### src/rtl/at2d_pkg.sv
`timescale 1ns / 1ps
// ----------------------------------------------------------------------------
// at2d_pkg
// widths, constants, the arctangent table and the pipeline item type
// ----------------------------------------------------------------------------
package at2d_pkg;

    localparam int COMP_W     = 16;   // width of each direction component
    localparam int OUT_W      = 16;   // width of the angle result
    localparam int ITERATIONS = 16;   // requested micro-rotations
    localparam int TABLE_LEN  = 24;   // entries in the arctangent table
    localparam int STAGES     = (ITERATIONS < TABLE_LEN) ? ITERATIONS : TABLE_LEN;
    localparam int STAGE_W    = $clog2(TABLE_LEN);
    localparam int PRESCALE   = 24;   // components are scaled by 2^PRESCALE
    localparam int GUARD      = 3;    // headroom for negation and cordic gain
    localparam int X_W        = GUARD + COMP_W + PRESCALE;
    localparam int Z_W        = 25;   // angle accumulator, 1/65536 degree
    localparam int RND_SHIFT  = 9;    // 1/65536 -> 1/128 degree
    localparam int R_W        = Z_W + 1 - RND_SHIFT;
    localparam int A_W        = 17;   // base angle and rounded angle, 1/128 degree

    localparam logic signed [A_W-1:0] HALF_TURN    = A_W'(23040);
    localparam logic signed [A_W-1:0] QUARTER_TURN = A_W'(11520);
    localparam logic signed [Z_W:0]   RND_HALF     = (Z_W + 1)'(256);

    // round(atan(2^-i) * 180/pi * 65536)
    localparam int ATAN_Q16 [TABLE_LEN] = '{
        2949120, 1740967, 919879, 466945, 234379, 117304, 58666, 29335,
        14668, 7334, 3667, 1833, 917, 458, 229, 115,
        57, 29, 14, 7, 4, 2, 1, 0
    };

    // one item as it moves down the chain
    typedef struct packed {
        logic signed [X_W-1:0] x;
        logic signed [X_W-1:0] y;
        logic signed [Z_W-1:0] z;
        logic signed [A_W-1:0] base;  // quadrant offset or exact axis angle
        logic                  rot;   // cordic result is added to base
    } vec_t;

    function automatic logic signed [Z_W-1:0] atan_entry(logic [STAGE_W-1:0] idx);
        return Z_W'(ATAN_Q16[idx]);
    endfunction

    function automatic logic [STAGE_W-1:0] stage_code(int i);
        return i[STAGE_W-1:0];
    endfunction

endpackage

### src/rtl/atan2_degrees.sv
`timescale 1ns / 1ps
// ----------------------------------------------------------------------------
// atan2_degrees
// four-quadrant angle of a signed 2-D direction, in 1/128 degree
// ----------------------------------------------------------------------------
// Takes one (dir_x, dir_y) item per unstalled cycle; returns its angle as atan2
// would, signed, in 1/128 degree from -23040 (-180 deg) to +23040 (+180 deg).
// Axis directions get exact angles: x=0 gives +/-90 by the sign of y, y=0 with
// negative x gives +180, and the zero vector gives 0. Everything else goes
// through a 16-stage cordic vectoring chain; vectors with negative x are
// turned by half a circle first and +/-180 is added back by the sign of y.
// The design is a row of register cells: an entry cell, one cell per cordic
// micro-rotation, and an exit cell that rounds and saturates. Sustained rate
// is one item per clock while out_ready stays high; an accepted item passes
// through the entry cell register, each cordic cell register and the exit
// cell's output register in turn before its result shows on the output.
// Each cell holds its item until the next cell takes it, so bubbles in the
// chain keep accepting items while a finished result waits at the output.
// ----------------------------------------------------------------------------
module atan2_degrees (
    input  logic                              clk,
    input  logic                              rst_n,
    // input item
    input  logic signed [at2d_pkg::COMP_W-1:0] dir_x,
    input  logic signed [at2d_pkg::COMP_W-1:0] dir_y,
    input  logic                              in_valid,
    output logic                              in_ready,
    // result item
    output logic signed [at2d_pkg::OUT_W-1:0] angle,
    output logic                              out_valid,
    input  logic                              out_ready
);

    // chain links: link k feeds cordic cell k, link STAGES feeds the exit cell
    at2d_pkg::vec_t vec_link   [at2d_pkg::STAGES+1];
    logic           valid_link [at2d_pkg::STAGES+1];
    logic           ready_link [at2d_pkg::STAGES+1];

    // entry cell: axis cases and half-plane folding
    at2d_prep u_prep (
        .clk       (clk),
        .rst_n     (rst_n),
        .dir_x     (dir_x),
        .dir_y     (dir_y),
        .in_valid  (in_valid),
        .in_ready  (in_ready),
        .out_vec   (vec_link[0]),
        .out_valid (valid_link[0]),
        .out_ready (ready_link[0])
    );

    // cordic micro-rotations, shift and table entry fixed by position
    genvar gi;
    generate
        for (gi = 0; gi < at2d_pkg::STAGES; gi++)
        begin : g_cell
            logic [at2d_pkg::STAGE_W-1:0] stage_idx;

            assign stage_idx = at2d_pkg::stage_code(gi);

            at2d_cell u_cell (
                .clk       (clk),
                .rst_n     (rst_n),
                .stage     (stage_idx),
                .in_vec    (vec_link[gi]),
                .in_valid  (valid_link[gi]),
                .in_ready  (ready_link[gi]),
                .out_vec   (vec_link[gi+1]),
                .out_valid (valid_link[gi+1]),
                .out_ready (ready_link[gi+1])
            );
        end
    endgenerate

    // exit cell: rounding, quadrant offset, saturation, output register
    at2d_final u_final (
        .clk       (clk),
        .rst_n     (rst_n),
        .in_vec    (vec_link[at2d_pkg::STAGES]),
        .in_valid  (valid_link[at2d_pkg::STAGES]),
        .in_ready  (ready_link[at2d_pkg::STAGES]),
        .angle     (angle),
        .out_valid (out_valid),
        .out_ready (out_ready)
    );

endmodule

### src/rtl/at2d_prep.sv
`timescale 1ns / 1ps
// ----------------------------------------------------------------------------
// at2d_prep
// entry cell: sorts out axis cases and folds the vector into the right half
// ----------------------------------------------------------------------------
module at2d_prep (
    input  logic                              clk,
    input  logic                              rst_n,
    input  logic signed [at2d_pkg::COMP_W-1:0] dir_x,
    input  logic signed [at2d_pkg::COMP_W-1:0] dir_y,
    input  logic                              in_valid,
    output logic                              in_ready,
    output at2d_pkg::vec_t                    out_vec,
    output logic                              out_valid,
    input  logic                              out_ready
);

    at2d_pkg::vec_t        vec_reg;
    at2d_pkg::vec_t        vec_next;
    logic                  valid_reg;
    logic                  valid_next;
    logic signed [at2d_pkg::X_W-1:0] xs;
    logic signed [at2d_pkg::X_W-1:0] ys;
    logic                  x_zero;
    logic                  y_zero;
    logic                  x_neg;
    logic                  y_neg;

    assign in_ready  = !valid_reg || out_ready;
    assign out_vec   = vec_reg;
    assign out_valid = valid_reg;

    always_comb
    begin
        xs     = {{at2d_pkg::GUARD{dir_x[at2d_pkg::COMP_W-1]}}, dir_x,
                  {at2d_pkg::PRESCALE{1'b0}}};
        ys     = {{at2d_pkg::GUARD{dir_y[at2d_pkg::COMP_W-1]}}, dir_y,
                  {at2d_pkg::PRESCALE{1'b0}}};
        x_zero = (dir_x == '0);
        y_zero = (dir_y == '0);
        x_neg  = dir_x[at2d_pkg::COMP_W-1];
        y_neg  = dir_y[at2d_pkg::COMP_W-1];

        vec_next.x    = xs;
        vec_next.y    = ys;
        vec_next.z    = '0;
        vec_next.base = '0;
        vec_next.rot  = 1'b0;

        if (x_zero)
        begin
            if (y_zero)
                vec_next.base = '0;
            else if (y_neg)
                vec_next.base = -at2d_pkg::QUARTER_TURN;
            else
                vec_next.base = at2d_pkg::QUARTER_TURN;
        end
        else if (y_zero)
        begin
            vec_next.base = x_neg ? at2d_pkg::HALF_TURN : '0;
        end
        else if (!x_neg)
        begin
            vec_next.rot = 1'b1;
        end
        else
        begin
            // turn by half a circle, measure, then add the offset back
            vec_next.rot  = 1'b1;
            vec_next.x    = -xs;
            vec_next.y    = -ys;
            vec_next.base = y_neg ? -at2d_pkg::HALF_TURN : at2d_pkg::HALF_TURN;
        end

        valid_next = in_ready ? in_valid : valid_reg;
    end

    always_ff @(posedge clk or negedge rst_n)
    begin
        if (!rst_n)
            valid_reg <= 1'b0;
        else
            valid_reg <= valid_next;
    end

    always_ff @(posedge clk)
    begin
        if (in_valid && in_ready)
            vec_reg <= vec_next;
    end

endmodule

### src/rtl/at2d_cell.sv
`timescale 1ns / 1ps
// ----------------------------------------------------------------------------
// at2d_cell
// one cordic vectoring micro-rotation with its own pipeline register
// ----------------------------------------------------------------------------
module at2d_cell (
    input  logic                          clk,
    input  logic                          rst_n,
    input  logic [at2d_pkg::STAGE_W-1:0]  stage,
    input  at2d_pkg::vec_t                in_vec,
    input  logic                          in_valid,
    output logic                          in_ready,
    output at2d_pkg::vec_t                out_vec,
    output logic                          out_valid,
    input  logic                          out_ready
);

    at2d_pkg::vec_t vec_reg;
    at2d_pkg::vec_t vec_next;
    logic           valid_reg;
    logic           valid_next;
    logic signed [at2d_pkg::X_W-1:0] x_in;
    logic signed [at2d_pkg::X_W-1:0] y_in;
    logic signed [at2d_pkg::X_W-1:0] dx;
    logic signed [at2d_pkg::X_W-1:0] dy;
    logic signed [at2d_pkg::Z_W-1:0] z_in;
    logic signed [at2d_pkg::Z_W-1:0] step_angle;

    assign in_ready  = !valid_reg || out_ready;
    assign out_vec   = vec_reg;
    assign out_valid = valid_reg;

    always_comb
    begin
        x_in       = in_vec.x;
        y_in       = in_vec.y;
        z_in       = in_vec.z;
        dx         = y_in >>> stage;
        dy         = x_in >>> stage;
        step_angle = at2d_pkg::atan_entry(stage);

        vec_next = in_vec;
        // rotate toward the x axis
        if (!y_in[at2d_pkg::X_W-1])
        begin
            vec_next.x = x_in + dx;
            vec_next.y = y_in - dy;
            vec_next.z = z_in + step_angle;
        end
        else
        begin
            vec_next.x = x_in - dx;
            vec_next.y = y_in + dy;
            vec_next.z = z_in - step_angle;
        end

        valid_next = in_ready ? in_valid : valid_reg;
    end

    always_ff @(posedge clk or negedge rst_n)
    begin
        if (!rst_n)
            valid_reg <= 1'b0;
        else
            valid_reg <= valid_next;
    end

    always_ff @(posedge clk)
    begin
        if (in_valid && in_ready)
            vec_reg <= vec_next;
    end

endmodule

### src/rtl/at2d_final.sv
`timescale 1ns / 1ps
// ----------------------------------------------------------------------------
// at2d_final
// exit cell: rounds to 1/128 degree, adds the quadrant offset, saturates
// ----------------------------------------------------------------------------
module at2d_final (
    input  logic                              clk,
    input  logic                              rst_n,
    input  at2d_pkg::vec_t                    in_vec,
    input  logic                              in_valid,
    output logic                              in_ready,
    output logic signed [at2d_pkg::OUT_W-1:0] angle,
    output logic                              out_valid,
    input  logic                              out_ready
);

    logic signed [at2d_pkg::OUT_W-1:0] angle_reg;
    logic signed [at2d_pkg::OUT_W-1:0] angle_next;
    logic                              valid_reg;
    logic                              valid_next;
    logic signed [at2d_pkg::Z_W:0]     z_biased;
    logic signed [at2d_pkg::Z_W:0]     z_shifted;
    logic signed [at2d_pkg::R_W-1:0]   z_round;
    logic signed [at2d_pkg::A_W:0]     sum;
    logic signed [at2d_pkg::A_W:0]     lim_hi;
    logic signed [at2d_pkg::A_W:0]     lim_lo;

    assign in_ready  = !valid_reg || out_ready;
    assign angle     = angle_reg;
    assign out_valid = valid_reg;

    always_comb
    begin
        // round half up to 1/128 degree
        z_biased  = {in_vec.z[at2d_pkg::Z_W-1], in_vec.z} + at2d_pkg::RND_HALF;
        z_shifted = z_biased >>> at2d_pkg::RND_SHIFT;
        z_round   = z_shifted[at2d_pkg::R_W-1:0];

        sum = {in_vec.base[at2d_pkg::A_W-1], in_vec.base};
        if (in_vec.rot)
            sum = sum + (at2d_pkg::A_W + 1)'(z_round);

        lim_hi = (at2d_pkg::A_W + 1)'(at2d_pkg::HALF_TURN);
        lim_lo = -lim_hi;
        if (sum > lim_hi)
            sum = lim_hi;
        else if (sum < lim_lo)
            sum = lim_lo;
        angle_next = sum[at2d_pkg::OUT_W-1:0];

        valid_next = in_ready ? in_valid : valid_reg;
    end

    always_ff @(posedge clk or negedge rst_n)
    begin
        if (!rst_n)
            valid_reg <= 1'b0;
        else
            valid_reg <= valid_next;
    end

    always_ff @(posedge clk)
    begin
        if (in_valid && in_ready)
            angle_reg <= angle_next;
    end

endmodule
### config.mk
export PLATFORM = sky130hd
export DESIGN_NAME = atan2_degrees
export DESIGN_NICKNAME = d
export VERILOG_FILES = /design/src/rtl/at2d_pkg.sv /design/src/rtl/atan2_degrees.sv /design/src/rtl/at2d_prep.sv /design/src/rtl/at2d_cell.sv /design/src/rtl/at2d_final.sv
export SDC_FILE = /design/constraint.sdc
export NUM_CORES = 2
export LEC_CHECK = 0
export BUFFER_PORTS_ARGS = -buffer_cell sky130_fd_sc_hd__buf_2
export CAP_MARGIN = 20
export CORE_ASPECT_RATIO = 0.9
export CORE_UTILIZATION = 60
export DETAILED_ROUTE_END_ITERATION = 7
export PLACE_DENSITY = 0.85
export SYNTH_ARGS = -nofsm -noshare
export SYNTH_HDL_FRONTEND = slang
export SYNTH_SLANG_ARGS = --single-unit
### constraint.sdc
create_clock -name clk -period 27.4 [get_ports clk]
set_input_delay 5.48 -clock clk [delete_from_list [all_inputs] [get_ports clk]]
set_output_delay 5.48 -clock clk [all_outputs]
set_load 0.02 [all_outputs]
==> flow_metrics.tcl <==
set metrics [dict create \
    status "complete, no violations" \
    leading_cell_type_by_number_of_instances_after_synthesis "edfxtp_1" \
    cts_max_path_buffers 3 \
    fp.coreArea_um2 201000 \
    worst-endpoint-required_ps 21920 \
    ctsHtreeMaxLevel 4 \
    yosys.area_share.xor_xnor_pct 13.2 \
    grt_first_pass_wirelength_um 480000 \
    worst-path-buf-inv 2 \
    clk_pin_slew_ps 70 \
    synth.yosys.warnings 0 \
    dr_iter_0_viols 10500 \
    synth_compound_area_share_pct 18.0 \
    io_pins 54 \
    synth.area.top_cells "edfxtp_1 (37%), ha_1 (14%), xnor2_1 (8.5%), a21oi_1 (5.4%), xor2_1 (4.8%)" \
    initial_core_util_pct 60.3 \
    simple_gate_fraction_of_synth_area_pct 14.7 \
    cp-start-kind "input port" \
    synthToLayoutAreaGrowth_pct 7.42 \
    tritoncts.num_buffers 161 \
    worstMarginPinSlew_ps 1130 \
    final_hold_viol_count 0 \
    ys_async_sr_fraction_pct 1.21 \
    die_area_um2 204000 \
    holdBufCountCts 0 \
    cts-resized-gates 0 \
    vias_in_the_first_global_route 90100 \
    place_ws_ps 13800 \
    setup_failing_eps_final 0 \
    cpMostUsedCell "nor2_1" \
    mappedNetlistArea_um2 121000 \
    met3RoutedLength_um 27600 \
    gp_routability_congestion 0.978 \
    ant_nets 0 \
    post-route-drc-count 0 \
    synth_top_area_cell "edfxtp_1" \
    skew_ps 45.8 \
    timing.final.crit_period_ps 13650 \
    cp_max_stage_cell "nor2_1" \
    worst_slack_ps 13750 \
    clkLatencyLatePin_ps 840 \
    num-fill-cells 15400 \
    setup_tns_ps 0 \
    synth_top_cells_by_count "edfxtp_1 (1474), ha_1 (1326), a21oi_1 (1298)" \
    instance_area_at_placement_um2 124000 \
    number_of_antenna_violations_at_the_first_check_in_global_routing 1 \
    root_buffer "clkbuf_16" \
    synthMuxAreaShare_pct 0.557 \
    number_of_max_slew_violations_in_the_final_report 0 \
    place.port_buffers 53 \
    setup.worst_path.class "input port to output port" \
    timing.fmax_mhz 73.2 \
    drv_cap 0 \
    critical_path.max_fanout 5 \
    critPathMaxStageDelay_ps 470 \
    class_of_the_most_critical_hold_timing_path "flip-flop to flip-flop" \
    detailedRoute.firstPassIterationCount 8 \
    routed_via_density 6.27 \
    grt_start_max_net_pins 83 \
    slew_headroom_pct 23.9 \
    cts.repair_timing.setup_buffer_count 0 \
    largest_reg_flops 1413 \
    period_share_pct 49.8 \
    m1WireLength_um 130000 \
    finalHoldWorstSlack_ps 411 \
    wl_met2_um 135000 \
    yosys_register_bits 1492 \
    detailedPlacementHpwl_um 233000 \
    grt_usage_pct 29.1 \
    number_of_enable_flip_flop_cells_after_synthesis 1474 \
    dr_total_vias 97300 \
    synthesis.instances 12600 \
    fin_area_um2 130000 \
    die_y_um 428 \
    die_w_um 475 \
    rows 156 \
    timing.critical_path.cells "buf_2 > nor2b_1 > nand3_1 > nor2_1 > nand2_1 > nor2_1 > nand2_1 > nor2_1 > and3_1 > nand3_1 > buf_2" \
    post_drt_wl_per_cell_um 19.6 \
    synth_adder_area_share_pct 14.2 \
    synth.avg_cell_area_um2 9.60 \
    synth-main-ff-cell "edfxtp_1" \
    synth_top_cell_area_share_pct 36.6 \
    path_delay_family "simple AND/OR/NAND/NOR gates" \
    overflow 0 \
    timing.critical_path.to_type "output port" \
    highest-signal-layer "met5" \
    synth_top_family_by_area "compound AO/OA/AOI/OAI gates" \
    layout-drive-gt1-share_pct 4.27 \
    netlist-cell-type-count 97 \
    synth_nets 14000 \
    worstPathArrival_ps 8170 \
    sequential_element_share_of_the_synthesized_area_pct 36.9 \
    tritoncts "done" \
    unrepaired_setup_endpoints_after_global_routing "no" \
    cts_num_sinks 1492 \
    nets 14100 \
    antenna_cells_inserted 0 \
    detail_route.wirelength_um 304000 \
]
==> worst paths after layout <==
path	from	to	slack, ps	cells past startpoint
max in group asynchronous	rst_n	g_cell[14].u_cell.out_valid	22480	1
min reg2reg	g_cell[4].u_cell.out_vec[16]	g_cell[5].u_cell.out_vec[16]	410	0
min in group asynchronous	rst_n	g_cell[4].u_cell.out_valid	4590	1
max	out_ready	in_ready	13750	11
min	g_cell[4].u_cell.out_vec[16]	g_cell[5].u_cell.out_vec[16]	410	0
max reg2reg	g_cell[5].u_cell.out_vec[97]	g_cell[6].u_cell.out_vec[85]	20870	19
==> kinds of logic after synthesis <==
kind of cell / count (synthesis)
simple gates: 3689
compound gates: 3429
xor+xnor: 1825
flops: 1492
fa+ha+maj: 1358
buf+inv: 756
mux: 63
==> placed cells by master (no fill, tap or decap), types with 74 or more instances in the layout <==
cell type,Yosys,routed
a31oi_1,140,140
nand2_1,632,632
edfxtp_1,1474,1474
nand3_1,237,237
o21bai_1,164,164
nand2b_1,183,183
clkbuf_16,0,165
nor3_1,418,418
o21ai_0,488,488
or3_1,95,95
xor2_1,657,657
a21o_1,474,474
ha_1,1326,1326
and2_1,110,101
a21oi_1,1298,1298
nand4_1,74,74
nor4_1,118,118
nor2b_1,189,184
a211oi_1,85,85
inv_1,553,553
and3_1,137,137
nor2_1,1264,1264
xnor2_1,1168,1168
o21a_1,191,191
==> per-stage QoR <==
| stage | util (%) | std cells |
|---|---|---|
| after floorplan | - | 12600 |
| after global placement | 62.0 | 15200 |
| after detailed placement | 62.0 | 15200 |
| after CTS | 64.8 | 15500 |
| after global routing | 64.8 | 15500 |
| final | 64.8 | 15500 |
==> worst reg2reg max path: stages, from the launching register on <==
cell,delay (ps)
edfxtp_1,520
nor2_1,240
nor4b_1,450
nor3b_1,450
nor3b_1,560
nand2_1,210
nor4_1,570
nor2_1,110
xor2_1,170
ha_1,350
a21o_1,170
a21oi_1,210
nand4b_1,110
o21ai_0,620
o221ai_1,330
o311ai_0,560
a311oi_1,230
a21o_1,220
a21oi_1,160
xnor2_1,70
==> final cells by class <==
cell class	instances	area (um^2)	share of cell area, %
clock buffer	184	4210	3.24
clock inverter	111	1350	1.04
inverter	559	2100	1.61
multi-input combinational	10400	73500	56.6
sequential	1492	44700	34.4
tap	2686	3360	2.58
timing repair buffer	112	738	0.568
==> per-layer routing <==
metal | global-route usage, % | up-vias
met2 | 45.1 | 4193
met5 | 0 | -
met4 | 10.6 | 2
met3 | 4.65 | 640
li1 | - | 46600
met1 | 40.8 | 45800
Power is not shown: default switching activity piles up to over one toggle a cycle in this logic, so the estimate is an artifact.
